$ cat src/rtl/core/bmpd_pkg.sv
// shared types and constants of the bmp stream decoder
`default_nettype none
package bmpd_pkg;

    // image size limits
    localparam int unsigned MAX_WIDTH  = 4096;
    localparam int unsigned MAX_HEIGHT = 4096;

    // fixed field widths of the result transaction and of the parser counters
    localparam int unsigned DIM_W   = 13;
    localparam int unsigned COORD_W = 12;
    localparam int unsigned COUNT_W = 13;

    // result queue between parser and output stage
    localparam int unsigned QUEUE_DEPTH = 4;
    localparam int unsigned QPTR_W      = $clog2(QUEUE_DEPTH);
    localparam int unsigned QCNT_W      = $clog2(QUEUE_DEPTH + 1);

    // header byte positions
    localparam logic [31:0] POS_SIG_B       = 32'd0;
    localparam logic [31:0] POS_SIG_M       = 32'd1;
    localparam logic [31:0] POS_OFFSET      = 32'd13;
    localparam logic [31:0] POS_INFO_SIZE   = 32'd17;
    localparam logic [31:0] POS_WIDTH       = 32'd21;
    localparam logic [31:0] POS_HEIGHT      = 32'd25;
    localparam logic [31:0] POS_PLANES      = 32'd27;
    localparam logic [31:0] POS_BPP         = 32'd29;
    localparam logic [31:0] POS_COMPRESSION = 32'd33;
    localparam logic [31:0] POS_HEADER_END  = 32'd53;
    localparam logic [31:0] PIXEL_START     = 32'd54;

    localparam logic [7:0]  CHAR_B        = 8'h42;
    localparam logic [7:0]  CHAR_M        = 8'h4D;
    localparam logic [31:0] MIN_INFO_SIZE = 32'd40;
    localparam logic [15:0] BPP_24        = 16'd24;
    localparam logic [15:0] BPP_32        = 16'd32;
    localparam logic [15:0] ONE_PLANE     = 16'd1;
    localparam logic [7:0]  ALPHA_OPAQUE  = 8'd255;

    // format check flag bits
    localparam int unsigned FLAG_SIG    = 0;
    localparam int unsigned FLAG_INFO   = 1;
    localparam int unsigned FLAG_PLANES = 2;
    localparam int unsigned FLAG_BPP    = 3;

    typedef enum logic [1:0] {
        KIND_PIXEL  = 2'd0,
        KIND_HEADER = 2'd1,
        KIND_ERROR  = 2'd2
    } kind_t;

    typedef enum logic [2:0] {
        ERR_SIGNATURE = 3'd0,
        ERR_INFO_SIZE = 3'd1,
        ERR_FORMAT    = 3'd2,
        ERR_SIZE_ZERO = 3'd3,
        ERR_OFFSET    = 3'd4,
        ERR_TOO_LARGE = 3'd5,
        ERR_TRUNCATED = 3'd6
    } err_t;

    // one queued result, before output formatting
    typedef struct packed {
        kind_t              kind;
        err_t               err;
        logic [DIM_W-1:0]   width;
        logic [DIM_W-1:0]   height;
        logic [COORD_W-1:0] col;
        logic [COORD_W-1:0] row;
        logic [7:0]         red;
        logic [7:0]         green;
        logic [7:0]         blue;
        logic [7:0]         last_byte;
        logic               wide;
        logic               bottom_up;
    } entry_t;

endpackage
`default_nettype wire

$ cat src/rtl/core/bmpd_front.sv
// byte parser: header fields, checks, pixel assembly and row padding
`default_nettype none
module bmpd_front (
    input  wire logic           aclk,
    input  wire logic           aresetn,
    input  wire logic           accept,
    input  wire logic [7:0]     data_byte,
    input  wire logic           end_of_file,
    output bmpd_pkg::entry_t    entry,
    output logic                push
);

    typedef enum logic [2:0] {
        PH_HEADER,
        PH_SKIP,
        PH_PIXELS,
        PH_PAD,
        PH_DONE,
        PH_ERROR
    } phase_t;

    phase_t                         phase_reg, phase_next;
    logic [31:0]                    pos_reg, pos_next;
    logic [31:0]                    shift_reg, shift_next;
    logic [31:0]                    offset_reg, offset_next;
    logic [31:0]                    width_reg, width_next;
    logic [31:0]                    height_reg, height_next;
    logic [3:0]                     flags_reg, flags_next;
    logic                           wide_reg, wide_next;
    logic                           bottom_up_reg, bottom_up_next;
    logic [bmpd_pkg::COUNT_W-1:0]   col_reg, col_next;
    logic [bmpd_pkg::COUNT_W-1:0]   row_reg, row_next;
    logic [1:0]                     bip_reg, bip_next;
    logic [1:0]                     pad_reg, pad_next;
    logic [23:0]                    held_reg, held_next;

    logic [15:0]                    half;
    logic [31:0]                    height_abs;
    logic [1:0]                     last_idx;
    logic [1:0]                     row_pad;
    logic [bmpd_pkg::COUNT_W-1:0]   col_inc;
    logic [bmpd_pkg::COUNT_W-1:0]   row_inc;
    logic [bmpd_pkg::DIM_W-1:0]     width_dim;
    logic [bmpd_pkg::DIM_W-1:0]     height_dim;

    assign width_dim  = width_reg[bmpd_pkg::DIM_W-1:0];
    assign height_dim = height_reg[bmpd_pkg::DIM_W-1:0];
    assign height_abs = height_reg[31] ? (32'd0 - height_reg) : height_reg;
    assign last_idx   = wide_reg ? 2'd3 : 2'd2;
    assign col_inc    = col_reg + 1'b1;
    assign row_inc    = row_reg + 1'b1;
    assign row_pad    = wide_reg ? 2'd0 : width_reg[1:0];

    always_comb begin
        phase_next     = phase_reg;
        pos_next       = pos_reg;
        shift_next     = shift_reg;
        offset_next    = offset_reg;
        width_next     = width_reg;
        height_next    = height_reg;
        flags_next     = flags_reg;
        wide_next      = wide_reg;
        bottom_up_next = bottom_up_reg;
        col_next       = col_reg;
        row_next       = row_reg;
        bip_next       = bip_reg;
        pad_next       = pad_reg;
        held_next      = held_reg;
        half           = shift_reg[31:16];
        push           = 1'b0;
        entry          = '0;

        if (accept) begin
            case (phase_reg)
                PH_HEADER: begin
                    shift_next = {data_byte, shift_reg[31:8]};
                    half       = shift_next[31:16];
                    if (pos_reg == bmpd_pkg::POS_SIG_B && data_byte == bmpd_pkg::CHAR_B) begin
                        flags_next[bmpd_pkg::FLAG_SIG] = 1'b1;
                    end
                    if (pos_reg == bmpd_pkg::POS_SIG_M && data_byte != bmpd_pkg::CHAR_M) begin
                        flags_next[bmpd_pkg::FLAG_SIG] = 1'b0;
                    end
                    if (pos_reg == bmpd_pkg::POS_OFFSET) begin
                        offset_next = shift_next;
                    end
                    if (pos_reg == bmpd_pkg::POS_INFO_SIZE
                        && shift_next >= bmpd_pkg::MIN_INFO_SIZE) begin
                        flags_next[bmpd_pkg::FLAG_INFO] = 1'b1;
                    end
                    if (pos_reg == bmpd_pkg::POS_WIDTH) begin
                        width_next = shift_next;
                    end
                    if (pos_reg == bmpd_pkg::POS_HEIGHT) begin
                        height_next = shift_next;
                    end
                    if (pos_reg == bmpd_pkg::POS_PLANES && half == bmpd_pkg::ONE_PLANE) begin
                        flags_next[bmpd_pkg::FLAG_PLANES] = 1'b1;
                    end
                    if (pos_reg == bmpd_pkg::POS_BPP) begin
                        if (half == bmpd_pkg::BPP_24 || half == bmpd_pkg::BPP_32) begin
                            flags_next[bmpd_pkg::FLAG_BPP] = 1'b1;
                        end
                        wide_next = (half == bmpd_pkg::BPP_32);
                    end
                    if (pos_reg == bmpd_pkg::POS_COMPRESSION && shift_next != 32'd0) begin
                        flags_next[bmpd_pkg::FLAG_PLANES] = 1'b0;
                    end

                    if (pos_reg != bmpd_pkg::POS_HEADER_END) begin
                        pos_next = pos_reg + 32'd1;
                    end else begin
                        // end of info header: decide accept or reject
                        bottom_up_next = ~height_reg[31];
                        height_next    = height_abs;
                        push           = 1'b1;
                        entry.kind     = bmpd_pkg::KIND_ERROR;
                        phase_next     = PH_ERROR;
                        if (!flags_reg[bmpd_pkg::FLAG_SIG]) begin
                            entry.err = bmpd_pkg::ERR_SIGNATURE;
                        end else if (!flags_reg[bmpd_pkg::FLAG_INFO]) begin
                            entry.err = bmpd_pkg::ERR_INFO_SIZE;
                        end else if (!flags_reg[bmpd_pkg::FLAG_PLANES]
                                     || !flags_reg[bmpd_pkg::FLAG_BPP]) begin
                            entry.err = bmpd_pkg::ERR_FORMAT;
                        end else if (width_reg == 32'd0 || width_reg[31]
                                     || height_abs == 32'd0) begin
                            entry.err = bmpd_pkg::ERR_SIZE_ZERO;
                        end else if (offset_reg < bmpd_pkg::PIXEL_START) begin
                            entry.err = bmpd_pkg::ERR_OFFSET;
                        end else if (width_reg > 32'(bmpd_pkg::MAX_WIDTH)
                                     || height_abs > 32'(bmpd_pkg::MAX_HEIGHT)) begin
                            entry.err = bmpd_pkg::ERR_TOO_LARGE;
                        end else begin
                            entry.kind   = bmpd_pkg::KIND_HEADER;
                            entry.width  = width_dim;
                            entry.height = height_abs[bmpd_pkg::DIM_W-1:0];
                            pos_next     = bmpd_pkg::PIXEL_START;
                            col_next     = '0;
                            row_next     = '0;
                            bip_next     = '0;
                            pad_next     = '0;
                            held_next    = '0;
                            phase_next   = (offset_reg == bmpd_pkg::PIXEL_START)
                                           ? PH_PIXELS : PH_SKIP;
                        end
                    end
                end
                PH_SKIP: begin
                    pos_next = pos_reg + 32'd1;
                    if (pos_next >= offset_reg) begin
                        phase_next = PH_PIXELS;
                    end
                end
                PH_PIXELS: begin
                    case (bip_reg)
                        2'd0:    held_next = {16'd0, data_byte};
                        2'd1:    held_next[15:8] = data_byte;
                        2'd2:    held_next[23:16] = data_byte;
                        default: held_next = held_reg;
                    endcase
                    if (bip_reg != last_idx) begin
                        bip_next = bip_reg + 2'd1;
                    end else begin
                        bip_next        = '0;
                        push            = 1'b1;
                        entry.kind      = bmpd_pkg::KIND_PIXEL;
                        entry.width     = width_dim;
                        entry.height    = height_dim;
                        entry.col       = col_reg[bmpd_pkg::COORD_W-1:0];
                        entry.row       = row_reg[bmpd_pkg::COORD_W-1:0];
                        entry.red       = held_next[23:16];
                        entry.green     = held_next[15:8];
                        entry.blue      = held_next[7:0];
                        entry.last_byte = data_byte;
                        entry.wide      = wide_reg;
                        entry.bottom_up = bottom_up_reg;
                        col_next        = col_inc;
                        if (col_inc == width_dim) begin
                            if (row_pad != 2'd0) begin
                                pad_next   = row_pad;
                                phase_next = PH_PAD;
                            end else begin
                                col_next = '0;
                                row_next = row_inc;
                                if (row_inc == height_dim) begin
                                    phase_next = PH_DONE;
                                end
                            end
                        end
                    end
                end
                PH_PAD: begin
                    pad_next = pad_reg - 2'd1;
                    if (pad_next == 2'd0) begin
                        phase_next = PH_PIXELS;
                        col_next   = '0;
                        row_next   = row_inc;
                        if (row_inc == height_dim) begin
                            phase_next = PH_DONE;
                        end
                    end
                end
                default: begin
                end
            endcase

            if (end_of_file) begin
                if (phase_next != PH_DONE && phase_next != PH_ERROR) begin
                    push       = 1'b1;
                    entry      = '0;
                    entry.kind = bmpd_pkg::KIND_ERROR;
                    entry.err  = bmpd_pkg::ERR_TRUNCATED;
                end
                phase_next = PH_HEADER;
                pos_next   = '0;
                flags_next = '0;
            end
        end
    end

    always_ff @(posedge aclk) begin
        if (!aresetn) begin
            phase_reg <= PH_HEADER;
            pos_reg   <= '0;
            flags_reg <= '0;
        end else begin
            phase_reg <= phase_next;
            pos_reg   <= pos_next;
            flags_reg <= flags_next;
        end
        shift_reg     <= shift_next;
        offset_reg    <= offset_next;
        width_reg     <= width_next;
        height_reg    <= height_next;
        wide_reg      <= wide_next;
        bottom_up_reg <= bottom_up_next;
        col_reg       <= col_next;
        row_reg       <= row_next;
        bip_reg       <= bip_next;
        pad_reg       <= pad_next;
        held_reg      <= held_next;
    end

endmodule
`default_nettype wire

$ cat src/rtl/core/bmpd_queue.sv
// short result queue between the parser and the output stage
`default_nettype none
module bmpd_queue (
    input  wire logic               aclk,
    input  wire logic               aresetn,
    input  wire logic               push,
    input  wire bmpd_pkg::entry_t   push_entry,
    input  wire logic               pop,
    output bmpd_pkg::entry_t        head,
    output logic                    head_valid,
    output logic                    full
);

    bmpd_pkg::entry_t                   slots_reg [bmpd_pkg::QUEUE_DEPTH];
    logic [bmpd_pkg::QPTR_W-1:0]        wr_ptr_reg, wr_ptr_next;
    logic [bmpd_pkg::QPTR_W-1:0]        rd_ptr_reg, rd_ptr_next;
    logic [bmpd_pkg::QCNT_W-1:0]        count_reg, count_next;
    logic                               do_pop;

    localparam logic [bmpd_pkg::QPTR_W-1:0] LAST_SLOT =
        bmpd_pkg::QPTR_W'(bmpd_pkg::QUEUE_DEPTH - 1);

    assign head_valid = (count_reg != '0);
    assign full       = (count_reg == bmpd_pkg::QCNT_W'(bmpd_pkg::QUEUE_DEPTH));
    assign head       = slots_reg[rd_ptr_reg];
    assign do_pop     = pop && head_valid;

    always_comb begin
        wr_ptr_next = wr_ptr_reg;
        rd_ptr_next = rd_ptr_reg;
        count_next  = count_reg;
        if (push) begin
            wr_ptr_next = (wr_ptr_reg == LAST_SLOT) ? '0 : wr_ptr_reg + 1'b1;
        end
        if (do_pop) begin
            rd_ptr_next = (rd_ptr_reg == LAST_SLOT) ? '0 : rd_ptr_reg + 1'b1;
        end
        case ({push, do_pop})
            2'b10:   count_next = count_reg + 1'b1;
            2'b01:   count_next = count_reg - 1'b1;
            default: count_next = count_reg;
        endcase
    end

    always_ff @(posedge aclk) begin
        if (!aresetn) begin
            wr_ptr_reg <= '0;
            rd_ptr_reg <= '0;
            count_reg  <= '0;
        end else begin
            wr_ptr_reg <= wr_ptr_next;
            rd_ptr_reg <= rd_ptr_next;
            count_reg  <= count_next;
        end
        if (push) begin
            slots_reg[wr_ptr_reg] <= push_entry;
        end
    end

endmodule
`default_nettype wire

$ cat src/rtl/core/bmpd_back.sv
// output stage: row flip, alpha fill, last pixel flag and result register
`default_nettype none
module bmpd_back (
    input  wire logic               aclk,
    input  wire logic               aresetn,
    input  wire bmpd_pkg::entry_t   head,
    input  wire logic               head_valid,
    output logic                    pop,
    output logic                    m_tvalid,
    input  wire logic               m_tready,
    output logic [87:0]             m_tdata,
    output logic [1:0]              m_tuser,
    output logic                    m_tlast
);

    logic                               valid_reg, valid_next;
    logic [87:0]                        data_reg, data_next;
    logic [1:0]                         user_reg, user_next;
    logic                               last_reg, last_next;
    logic [bmpd_pkg::COORD_W-1:0]       pixel_y;
    logic [bmpd_pkg::DIM_W-1:0]         col_inc;
    logic [bmpd_pkg::DIM_W-1:0]         row_inc;
    logic [bmpd_pkg::DIM_W-1:0]         flipped;
    logic [7:0]                         alpha;

    assign pop     = head_valid && (!valid_reg || m_tready);
    assign col_inc = {1'b0, head.col} + 1'b1;
    assign row_inc = {1'b0, head.row} + 1'b1;
    assign flipped = head.height - row_inc;
    assign pixel_y = head.bottom_up ? flipped[bmpd_pkg::COORD_W-1:0] : head.row;
    assign alpha   = head.wide ? head.last_byte : bmpd_pkg::ALPHA_OPAQUE;

    always_comb begin
        valid_next = valid_reg;
        data_next  = data_reg;
        user_next  = user_reg;
        last_next  = last_reg;
        if (pop) begin
            valid_next = 1'b1;
            user_next  = head.kind;
            data_next  = '0;
            last_next  = 1'b0;
            case (head.kind)
                bmpd_pkg::KIND_PIXEL: begin
                    data_next[15:3]  = head.width;
                    data_next[28:16] = head.height;
                    data_next[40:29] = head.col;
                    data_next[52:41] = pixel_y;
                    data_next[60:53] = head.red;
                    data_next[68:61] = head.green;
                    data_next[76:69] = head.blue;
                    data_next[84:77] = alpha;
                    last_next = (col_inc == head.width) && (row_inc == head.height);
                end
                bmpd_pkg::KIND_HEADER: begin
                    data_next[15:3]  = head.width;
                    data_next[28:16] = head.height;
                end
                bmpd_pkg::KIND_ERROR: begin
                    data_next[2:0] = head.err;
                end
                default: begin
                    data_next = '0;
                end
            endcase
        end else if (m_tready) begin
            valid_next = 1'b0;
        end
    end

    always_ff @(posedge aclk) begin
        if (!aresetn) begin
            valid_reg <= 1'b0;
        end else begin
            valid_reg <= valid_next;
        end
        data_reg <= data_next;
        user_reg <= user_next;
        last_reg <= last_next;
    end

    assign m_tvalid = valid_reg;
    assign m_tdata  = data_reg;
    assign m_tuser  = user_reg;
    assign m_tlast  = last_reg;

endmodule
`default_nettype wire

$ cat src/rtl/core/bmp_stream_to_rgba_decoder.sv
// a byte that completes a result is written into the result queue, then into the output
// register that raises m_tvalid
// throughput: one byte per clock while the result queue is not full, set by the per-byte parser update
// a four-entry result queue and the output register let the parser run while m_tready is low
// reset: synchronous aresetn clears parser phase, byte position, format flags,
// queue pointers and output valid; the parser then waits for the first header byte
`default_nettype none
module bmp_stream_to_rgba_decoder (
    input  wire logic           aclk,
    input  wire logic           aresetn,
    input  wire logic           s_tvalid,
    output logic                s_tready,
    input  wire logic [7:0]     s_tdata,    // data_byte
    input  wire logic           s_tlast,    // end_of_file
    output logic                m_tvalid,
    input  wire logic           m_tready,
    // error_code, image_width, image_height, pixel_x, pixel_y, red, green, blue, alpha
    output logic [87:0]         m_tdata,
    output logic [1:0]          m_tuser,    // result_kind
    output logic                m_tlast     // last_pixel
);

    bmpd_pkg::entry_t   push_entry;
    bmpd_pkg::entry_t   head;
    logic               push;
    logic               pop;
    logic               head_valid;
    logic               full;
    logic               accept;

    assign s_tready = !full;
    assign accept   = s_tvalid && !full;

    bmpd_front u_front (
        .aclk        (aclk),
        .aresetn     (aresetn),
        .accept      (accept),
        .data_byte   (s_tdata),
        .end_of_file (s_tlast),
        .entry       (push_entry),
        .push        (push)
    );

    bmpd_queue u_queue (
        .aclk       (aclk),
        .aresetn    (aresetn),
        .push       (push),
        .push_entry (push_entry),
        .pop        (pop),
        .head       (head),
        .head_valid (head_valid),
        .full       (full)
    );

    bmpd_back u_back (
        .aclk       (aclk),
        .aresetn    (aresetn),
        .head       (head),
        .head_valid (head_valid),
        .pop        (pop),
        .m_tvalid   (m_tvalid),
        .m_tready   (m_tready),
        .m_tdata    (m_tdata),
        .m_tuser    (m_tuser),
        .m_tlast    (m_tlast)
    );

endmodule
`default_nettype wire

$ cat config.mk
export PLATFORM = sky130hd
export DESIGN_NAME = bmp_stream_to_rgba_decoder
export DESIGN_NICKNAME = d
export VERILOG_FILES = /design/src/rtl/core/bmpd_pkg.sv /design/src/rtl/core/bmpd_front.sv /design/src/rtl/core/bmpd_queue.sv /design/src/rtl/core/bmpd_back.sv /design/src/rtl/core/bmp_stream_to_rgba_decoder.sv
export SDC_FILE = /design/constraint.sdc
export NUM_CORES = 1
export LEC_CHECK = 0
export BUFFER_PORTS_ARGS = -buffer_cell sky130_fd_sc_hd__buf_2
export CAP_MARGIN = 40
export CORE_ASPECT_RATIO = 1.5
export CORE_MARGIN = 2
export CORE_UTILIZATION = 50
export DETAILED_ROUTE_END_ITERATION = 16
export MAX_ROUTING_LAYER = met4
export PLACE_DENSITY = 0.77
export RECOVER_POWER = 50
export SLEW_MARGIN = 0
export SYNTH_ARGS = -nofsm -noshare
export SYNTH_HDL_FRONTEND = slang
export SYNTH_SLANG_ARGS = --single-unit
export TNS_END_PERCENT = 20
$ cat constraint.sdc
create_clock -name aclk -period 11.7 [get_ports aclk]
set_input_delay 1.17 -clock aclk [delete_from_list [all_inputs] [get_ports aclk]]
set_output_delay 1.17 -clock aclk [all_outputs]
set_load 0.02 [all_outputs]
== Word level (Yosys, flattened, before mapping) ==
Memories as Yosys holds them, arrays and structs flattened. A register that Yosys moved wholly into a read port is not among the register bits.
Index checks and enable logic that the tools add are counted.

* Reductions and logical operators: 57
* Mux-type cells: 126
* Equal/unequal tests: 53
* Bitwise gates (word level): 2
* $add $sub $neg: 13
* Magnitude comparators: 5

{| class="wikitable"
|+ Operators with widths
! cell !! count
|-
| two-way mux 32 bit || 11
|-
| two-way mux 89 bit || 3
|-
| two-way mux 13 bit || 15
|-
| two-way mux 24 bit || 7
|-
| == test 32 x 5 -> 1 bit (second input constant) || 5
|-
| two-way mux 26 bit || 6
|-
| logical NOT 32 bit || 3
|-
| two-way mux 84 bit || 1
|-
| one-hot mux 13 bit (3 select lines) || 2
|-
| two-way mux 3 bit || 23
|-
| == test 32 x 6 -> 1 bit (second input constant) || 2
|-
| greater-than comparator 32 x 13 -> 1 bit (second input constant) || 2
|-
| one-hot mux 32 bit (2 select lines) || 1
|-
| two-way mux 58 bit || 1
|-
| == test 13 bit || 4
|-
| one-hot mux 26 bit (2 select lines) || 1
|-
| two-way mux 2 bit || 24
|-
| one-hot mux 24 bit (2 select lines) || 1
|-
| adder 32 x 1 -> 32 bit (second input constant) || 1
|-
| == test 32 x 1 -> 1 bit (second input constant) || 1
|-
| == test 32 x 4 -> 1 bit (second input constant) || 1
|-
| greater-or-equal comparator 32 bit || 1
|-
| greater-or-equal comparator 32 x 6 -> 1 bit (second input constant) || 1
|-
| < comparator 32 x 6 -> 1 bit (second input constant) || 1
|-
| 54 further kinds || 138
|}

* Memories: 1
* Memory bits (writable): 356
* Register bits after elaboration: 319
* Output and inout bits: 93
* Bits of input ports: 13

{| class="wikitable"
|+ Memory list
! memory !! words !! width !! read ports !! clocked after Yosys merged registers in !! wr ports !! RTL line !! text
|-
| u_queue.slots_reg || 4 || 89 || 1 || 1 || 1 || bmpd_queue.sv:14 || <nowiki>bmpd_pkg::entry_t slots_reg [bmpd_pkg::QUEUE_DEPTH];</nowiki>
|}

== Depth between registers and ports, before layout ==
Gate-level depths: netlist of run 1.

* Depth after elaboration: 20
* Depth in mapped cells: 25
* Depth with buffers taken out: 25

== By module ==
Synthesis of run 1 repeated with hierarchy kept, for this count alone.

* Cell total of the unflattened synthesis: 2,291
* Area, all modules: 31,228.7 um2

{| class="wikitable"
|+ Modules (own cells, without submodules)
! module !! area an instance (um2) !! instances !! cells an instance
|-
| bmpd_front || 13,400.4 || 1 || 1,399
|-
| bmpd_queue || 13,287.7 || 1 || 516
|-
| bmpd_back || 4,530.6 || 1 || 374
|-
| bmp_stream_to_rgba_decoder || 10.0 || 1 || 2
|}

== Worst setup path before layout of run 1 ==
OpenSTA, ideal clock, no wires.

* Path type: register to register
* From: register u_front.pos_reg[0]
* To: memory u_queue.slots_reg[3][0] (netlist bit), enable pin
* Period minus slack after synthesis: 8.376 ns
* Data required time: 11.163 ns
* Cell stages (with the launch flop): 21
* Setup time: 0.537 ns
* Arrival: 7.839 ns
* Setup slack: 3.324 ns
* Cell sequence: dfxtp_1 -> inv_1 -> nor3_1 -> nand2_1 -> nor4_1 -> nand4_1 -> nor2_1 -> nand3_1 -> xnor2_1 -> ha_1 -> nand3_1 -> nor4_1 -> a2111oi_0 -> o21ai_0 -> a211oi_1 -> a311oi_1 -> a211oi_1 -> a21oi_1 -> o31a_1 -> inv_1 -> nor2_1

* Longest elaborated chain between the ends: 12

{| class="wikitable"
|+ Ends and longest elaborated chain
! element !! RTL line !! text
|-
| start: declaration || bmpd_front.sv:23 || <nowiki>logic [31:0] pos_reg, pos_next;</nowiki>
|-
| start signal: assignment || bmpd_front.sv:229 || <nowiki>pos_reg <= pos_next;</nowiki>
|-
| adder 32 x 1 -> 32 bit || bmpd_front.sv:150 || <nowiki>pos_next = pos_reg + 32'd1;</nowiki>
|-
| greater-or-equal comparator 32 bit || bmpd_front.sv:151 || <nowiki>if (pos_next >= offset_reg) begin</nowiki>
|-
| two-way mux 3 bit || bmpd_front.sv:151 ||
|-
| one-hot mux 3 bit (4 select lines) || bmpd_front.sv:74 || <nowiki>case (phase_reg)</nowiki>
|-
| two-way mux 3 bit || bmpd_front.sv:73 || <nowiki>if (accept) begin</nowiki>
|-
| != test 3 bit || bmpd_front.sv:209 || <nowiki>if (phase_next != PH_DONE && phase_next != PH_ERROR) begin</nowiki>
|-
| logical AND 1 bit || bmpd_front.sv:209 ||
|-
| two-way mux 1 bit || bmpd_front.sv:209 ||
|-
| two-way mux 1 bit * || bmpd_front.sv:208 || <nowiki>if (end_of_file) begin</nowiki>
|-
| two-way mux 1 bit * || bmpd_front.sv:73 ||
|-
| two-way mux 1 bit * || bmpd_queue.sv:55 || <nowiki>if (push) begin</nowiki>
|-
| two-way mux 1 bit (implied by the code) * || bmpd_queue.sv:56 || <nowiki>slots_reg[wr_ptr_reg] <= push_entry;</nowiki>
|-
| end: declaration || bmpd_queue.sv:14 ||
|}

Mark *: on every way between the ends. The rest lies on a longest branch, timed or not. The select of a mux whose other input is x is not followed.

==> impl_results.md, run 1 <==
* Vias/cell at between 6 and 7
* Cts bufs inserted at 58
* Total setup buffers inserted after CTS at 0
* Gate power share at 25.7%
* Power per cell area at 204 nW/um2
* Vias at 19000
* Residual DRC count at 0
* Critical Path RT at 12.10 ns
* # fillers at 4811
* Critical path class: flip-flop to flip-flop
* Post-Synthesis Cell Area at 30800 um2
* DRT Pass-1 Iters at 6
* R2R depth at 10
* Post-synthesis register bit count at between 600 and 700
* Initial antenna violation count at 1
* Clock Path Buffers at 3
* Count of final setup violators at 0
* Worst-Margin Slew at 3.30 ns
* Proportion of layout cells with a drive suffix above 1 at 10.9%
* Hold endpoint: u_front.pos_reg[31]
* Post-synth cell types at 84
* Syn. warnings at 0
* Failing checks: capacitance limit, slew limit
* Core area at ~61000 um2
* Flop-to-flop setup slack at 3.91 ns
* Routed wire length at between 70000 and 80000 um
* Reg2reg end: u_back.m_tlast
* H-tree Lvls at 2
* Die X at between 200 and 250 um
* Status: finished, violations left
* Cts hold-fix bufs at 0
* Clk pwr share at between 20% and 30%
* Slew Viols, Final at approximately 470
* Area leader, netlist: edfxtp_1
* P_leak at 11.4 nW
* I/O pin total at 106
* Switching Power at 2.14 mW
* First-pass GRT wire length at around 110000 um
* Crit path launch type: flip-flop
* EDFF count, synth at just over 600
* Multi-input gate area at 10400 um2
* Worst-path clk slew at 0.07 ns
* Initial core utilization at 50.5%
* Ys flop type: edfxtp_1
* Routed wire length per instance at approximately 23 um
* Full die area at 63700 um2
* MaxCap Viol Count at 12
* Die Y at 308 um
* Sequential power share at 44.9%
* Final critical path time including I/O delays and setup at 7.79 ns
* RD Place Congestion at 0.925
* Pint at 4.79 mW
* CP Capture Type: flip-flop
* Worst Hold Class: flip-flop to flip-flop
* Syn Inst Count at 2244
* FP Rows at 111
* CP Data Arrival Time at 8.20 ns
* RSZ-0062 raised after global routing: false
* CP Max Fanout at 57
* Hold path depth at 2
* Design Area, Final at 34000 um2
* Max Fclk at 128 MHz
* Endpoints failing hold at 0
* Largest net degree at the start of global routing at 65
* Final Cycle Share at around 67%
* Skew-Pair Late Insertion Delay at approximately 0.65 ns
* Nets@finish at roughly 2400
* Main area contributors after synthesis: edfxtp_1 60%, mux4_2 6.4%, dfxtp_1 3.2%
* Placement Cell Area at 32200 um2
* Area grow syn2layout at 10.2%
* Tot GR Track Use at a little under a quarter
* Clock root cell: clkbuf_16
* Total Neg Setup Slack at 0 ns
* CTS Sinks at ~670
* Max_slew headroom at -120%
* GR Overflow Total at 0
* Synth top area share at 60.4%
* Register area at ~20000 um2
* Clk_skew at slightly above 0.04 ns
* 1st-iter DRT viols at 1833
* PortBufs at 102
* Max reg flops at around 360
* HPWL Detailed at 48900 um
* Register area share after synthesis at 63.6%
* Number of global-route vias before repair at ~19000
* Hold Crit Start: u_front.pos_reg[31]
* Max rail drop VDD at between 0.0001 and 0.00015 V
* Post-CTS sizing at 0
* Syn_area_per_cell at 13.7 um2
* Ys async rst share at 0%
* ANT nets after route at 0
* CTS tree: done
* Sw frac at slightly above 30%
## through the flow
stage                     cells  utilization, %  setup slack, ns  hold WS (ns)  power (mW)
after floorplan            2246               -             3.32         0.437        4.44
after global placement     3048            52.5             4.61         0.456        4.90
after detailed placement   3058            52.8             4.44         0.475        4.97
after CTS                  3167            56.1             4.43         0.491        7.00
after global routing       3169            55.7             3.04         0.540        7.23
final                      3169            55.7             3.91         0.498        6.93
## worst max-delay path by stage
| stage | from | to | slack [ns] | cells after the start |
|---|---|---|---|---|
| after detailed placement | u_front.pos_reg[2] | u_queue.slots_reg[3][1] | 4.44 | 22 |
| after global routing | flip-flop | u_back.m_tlast | 3.04 | 10 |
| final | flip-flop | u_back.m_tlast | 3.91 | 10 |
| after floorplan | u_front.pos_reg[0] | u_queue.slots_reg[3][0] | 3.32 | 20 |
| after CTS | u_front.pos_reg[2] | u_queue.slots_reg[3][1] | 4.43 | 22 |
| after global placement | u_front.pos_reg[2] | u_queue.slots_reg[3][6] | 4.61 | 22 |
## worst max-delay path, stage by stage, from the launching register on
cell and delay [ns]:
dfxtp_1 0.91, clkbuf_1 2.23, mux4_2 1.08, or2_2 0.22, clkbuf_1 2.03, nor4_1 0.25
clkdlybuf4s25_1 0.46, nand4_1 0.12, nor4_1 0.07, nand4_1 0.12, a21oi_1 0.05
## cell type report
type                       count  area share [%]
timing repair buffer         135            1.94
sequential                   669            57.7
multi-input combinational   1389            30.6
clock inverter                43            1.57
inverter                      75           0.829
clock buffer                  66            4.43
tap                          791            2.92
antenna                        1         0.00737
## power groups by stage
stage	combinational (mW)	clock, mW	sequential [mW]
CTS	1.84	2.07	3.09
finish	1.78	2.04	3.11
global route	1.94	2.16	3.14
global placement	1.77	0	3.13
detailed placement	1.83	0	3.14
floorplan	1.11	0	3.33
## cells in the final DEF, fill, tap and decap left out, types with 17 or more instances in the layout
cell | netlist | final
a22oi_1 | 17 | 17
nand3_1 | 75 | 75
nand2_1 | 145 | 145
ha_1 | 61 | 61
nor4_1 | 42 | 43
and2_4 | 20 | 23
clkbuf_16 | 0 | 59
dfxtp_1 | 49 | 48
mux2i_1 | 27 | 27
nand4_1 | 34 | 34
nor2_1 | 218 | 216
inv_1 | 72 | 72
o21ai_0 | 86 | 88
clkbuf_1 | 79 | 121
nor3_1 | 45 | 44
a31oi_1 | 18 | 18
a21oi_1 | 54 | 53
and2_1 | 26 | 23
xnor2_1 | 72 | 72
nor2b_1 | 66 | 66
edfxtp_1 | 620 | 620
mux4_2 | 88 | 88
o31ai_1 | 18 | 18
xor2_1 | 64 | 64
## synth_stat cells (17+ instances only)
cell and number:
nand3_1 75, inv_1 72, nor4_1 42, nor3_1 45, ha_1 61, nor2b_1 66, nor2_1 218, a22oi_1 17
xor2_1 64, and2_4 20, and2_1 26, o21ai_0 86, o31ai_1 18, clkbuf_1 79, a21oi_1 54, dfxtp_1 49
edfxtp_1 620, nand2_1 145, a31oi_1 18, mux4_2 88, mux2i_1 27, nand4_1 34, xnor2_1 72
## metal layers
| metal | track usage (%) | vias up | part of all wire [%] |
|---|---|---|---|
| li1 | - | 8655 | - |
| met1 | 26.3 | 9407 | 37 |
| met2 | 40.3 | 743 | 52 |
| met3 | 3.09 | 235 | 5.4 |
| met4 | 12.3 | 0 | 5.9 |
| met5 | - | - | 0 |
## logic make-up after synthesis
logic type	count (synthesis)	synth area share, %
xor+xnor	144	4.45
buf+inv	188	2.63
other cells	1	0.0122
mux	118	7.42
flops	669	63.6
fa+ha+maj	63	2.61
simple gates	788	13.4
compound gates	273	5.84
(Power assumes the default switching activity.)
==> run 2, diff against run 1 <==
==> constraint.sdc (replaced) <==
create_clock -name aclk -period 7.6 [get_ports aclk]
set_input_delay 0.76 -clock aclk [delete_from_list [all_inputs] [get_ports aclk]]
set_output_delay 0.76 -clock aclk [all_outputs]
set_load 0.02 [all_outputs]
==> impl_results.md, run 2 (synthesis gave the netlist of run 1 again) <==
* ANT nets after route at 0 (unchanged)
* Post-CTS sizing at 0 (unchanged)
* FP Rows at 111 (unchanged)
* GRT busiest layer: met2
* Number of global-route vias before repair at 19200 (+0.34%)
* RD Place Congestion at 0.936 (+1.2%)
* Commonest non-fill, non-tap cells in the layout: 620 x edfxtp_1, 216 x nor2_1, 145 x nand2_1
* Max Fclk at 146 MHz (+13%)
* Total setup buffers inserted after CTS at 0 (unchanged)
* Final critical path time including I/O delays and setup at 6.87 ns (-0.924 ns)
* CP Max Fanout at 46 (-19%)
* Area grow syn2layout at 10.6%
* Endpoints failing hold at 0 (unchanged)
* Clock Path Buffers at 3 (unchanged)
* Die X at 207 um (unchanged)
* HPWL Detailed at 48000 um (-1.9%)
* Die Y at 308 um (unchanged)
* GR Overflow Total at 0 (unchanged)
* Proportion of layout cells with a drive suffix above 1 at 11.0% (+0.11 points)
* Critical path class: flip-flop to flip-flop
* Total Neg Setup Slack at 0 ns (unchanged)
* GR Util met1 at 25.8% (-0.51 points)
* Clk_skew at 0.0243 ns (-0.0165 ns)
* Power, Total at 10.6 mW (+54%)
* Status: finished, violations left
* Worst Hold Class: flip-flop to flip-flop
* # fillers at 4781 (-0.62%)
* WHS at 0.476 ns (-0.0222 ns)
* CP Data Arrival Time at 7.35 ns (-0.85 ns)
* Crit path launch type: flip-flop
* Routed wire length at 70200 um (-2.2%)
* RSZ-0062 raised after global routing: false
* M3 GR Usage at 2.70% (-0.38 points)
* Count of final setup violators at 0 (unchanged)
* Skew-Pair Late Insertion Delay at 0.62 ns (-0.03 ns)
* GRT met2 Usage at 39.3% (-1.0 points)
* Failing checks: capacitance limit, slew limit
* Critical Path RT at 8.08 ns (-4.02 ns)
* Most common cell after layout, fill and taps aside: edfxtp_1
* Hold Crit Start: u_front.flags_reg[3]
* Crit path from: u_front.height_reg[31]
* Slew Viols, Final at 421 (-11%)
* Nets@finish at 2410 (+0.25%)
* DRT Pass-1 Iters at 9 (+3)
* Worst-path clk slew at 0.06 ns (about the same)
* Max reg flops at 356 (unchanged)
* Register area at 19600 um2 (unchanged)
* P_leak at 11.4 nW (+0.57%)
* Vias/cell at 5.99 (-0.36%)
* Multi-input gate area at 10400 um2 (unchanged)
* 1st-iter DRT viols at 1830 (-0.16%)
* Cts hold-fix bufs at 0 (unchanged)
* Routed wire length per instance at 22.1 um (-2.3%)
* Fin util at 55.9% (+0.17 points)
* PortBufs at 102 (unchanged)
* CTS Sinks at 669 (unchanged)
* Final Cycle Share at 90.4% (+24 points)
* H-tree Lvls at 2 (unchanged)
* Max rail drop VDD at 0.000202 V (+47%)
* Initial antenna violation count at 1 (unchanged)
* Vias at 19000 (-0.24%)
* Largest net degree at the start of global routing at 62 (-4.6%)
* Residual DRC count at 0 (unchanged)
* MaxCap Viol Count at 11 (-1)
* Clock root cell: clkbuf_16
* Power per cell area at 312 nW/um2 (+53%)
* Full die area at 63700 um2 (unchanged)
* Cts bufs inserted at 59 (+1.7%)
* First-pass GRT wire length at 108000 um (-1.3%)
* Core area at 61000 um2 (unchanged)
* CP Capture Type: flip-flop
* Tot GR Track Use at 22.8% (-0.56 points)
* I/O pin total at 106 (unchanged)
* FF-to-FF Start: u_front.height_reg[31]
* CTS tree: done
* Max_slew headroom at -101% (+19 points)
* Worst-Margin Slew at 3.02 ns (-0.279 ns)
* Initial core utilization at 50.5% (unchanged)
[run 2: cell count changes in the layout (fill, tap and decap cells not counted), moves of 2 or more]
cell	previous run	this run
buf_12	0	5
clkinvlp_4	7	3
clkinv_1	9	12
clkinv_4	5	2
buf_4	10	12
clkbuf_8	0	2
inv_6	4	2
[run 2: final timing paths]
kind / end / slack (ns) / cells after the start
setup / recovery: u_front.pos_reg[23] / 0.73 / 11
hold / removal: u_front.flags_reg[3] / 0.48 / 2
setup reg to reg: u_front.pos_reg[23] / 0.73 / 11
hold reg to reg: u_front.flags_reg[3] / 0.48 / 2
[run 2: layout make-up]
| class | count | area share, % |
|---|---|---|
| flip-flops and latches | 669 | 57.6 |
| multi-input cells | 1389 | 30.5 |
| clock buffers | 70 | 4.58 |
| well taps | 791 | 2.91 |
| repair buffers | 140 | 2.26 |
| clock inverters | 38 | 1.38 |
| inverters | 75 | 0.827 |
| diodes | 1 | 0.00735 |
[run 2: stage by stage]
step,setup WS (ns),area [um2],instances
floorplan,0.548,30800,2246
global placement,1.39,32100,3054
detailed placement,1.28,32300,3064
CTS,1.22,34300,3172
global route,0.384,34100,3173
finish,0.731,34100,3173
[run 2: power by group]
group | internal [mW] | total, mW | switching [mW]
logic | 1.03 | 2.73 | 1.70
registers | 4.58 | 4.79 | 0.210
clock network | 1.81 | 3.12 | 1.31
[run 2: routing by layer]
layer,up-vias,wire length [um]
met3,220,3830
met4,0,4150
li1,8660,-
met5,-,0
met2,701,36300
met1,9414,25900
[run 2: worst max-delay path, cell delays in order (launching register included)]
cell and delay (ns):
edfxtp_1 0.33, clkbuf_1 1.41, clkinv_1 0.89, a21oi_1 0.36, xor2_1 0.17, a211oi_1 0.41
a31oi_1 0.21, nand4b_1 0.31, o41a_1 0.52, o21ai_0 1.54, or2_2 0.45, a31oi_1 0.12
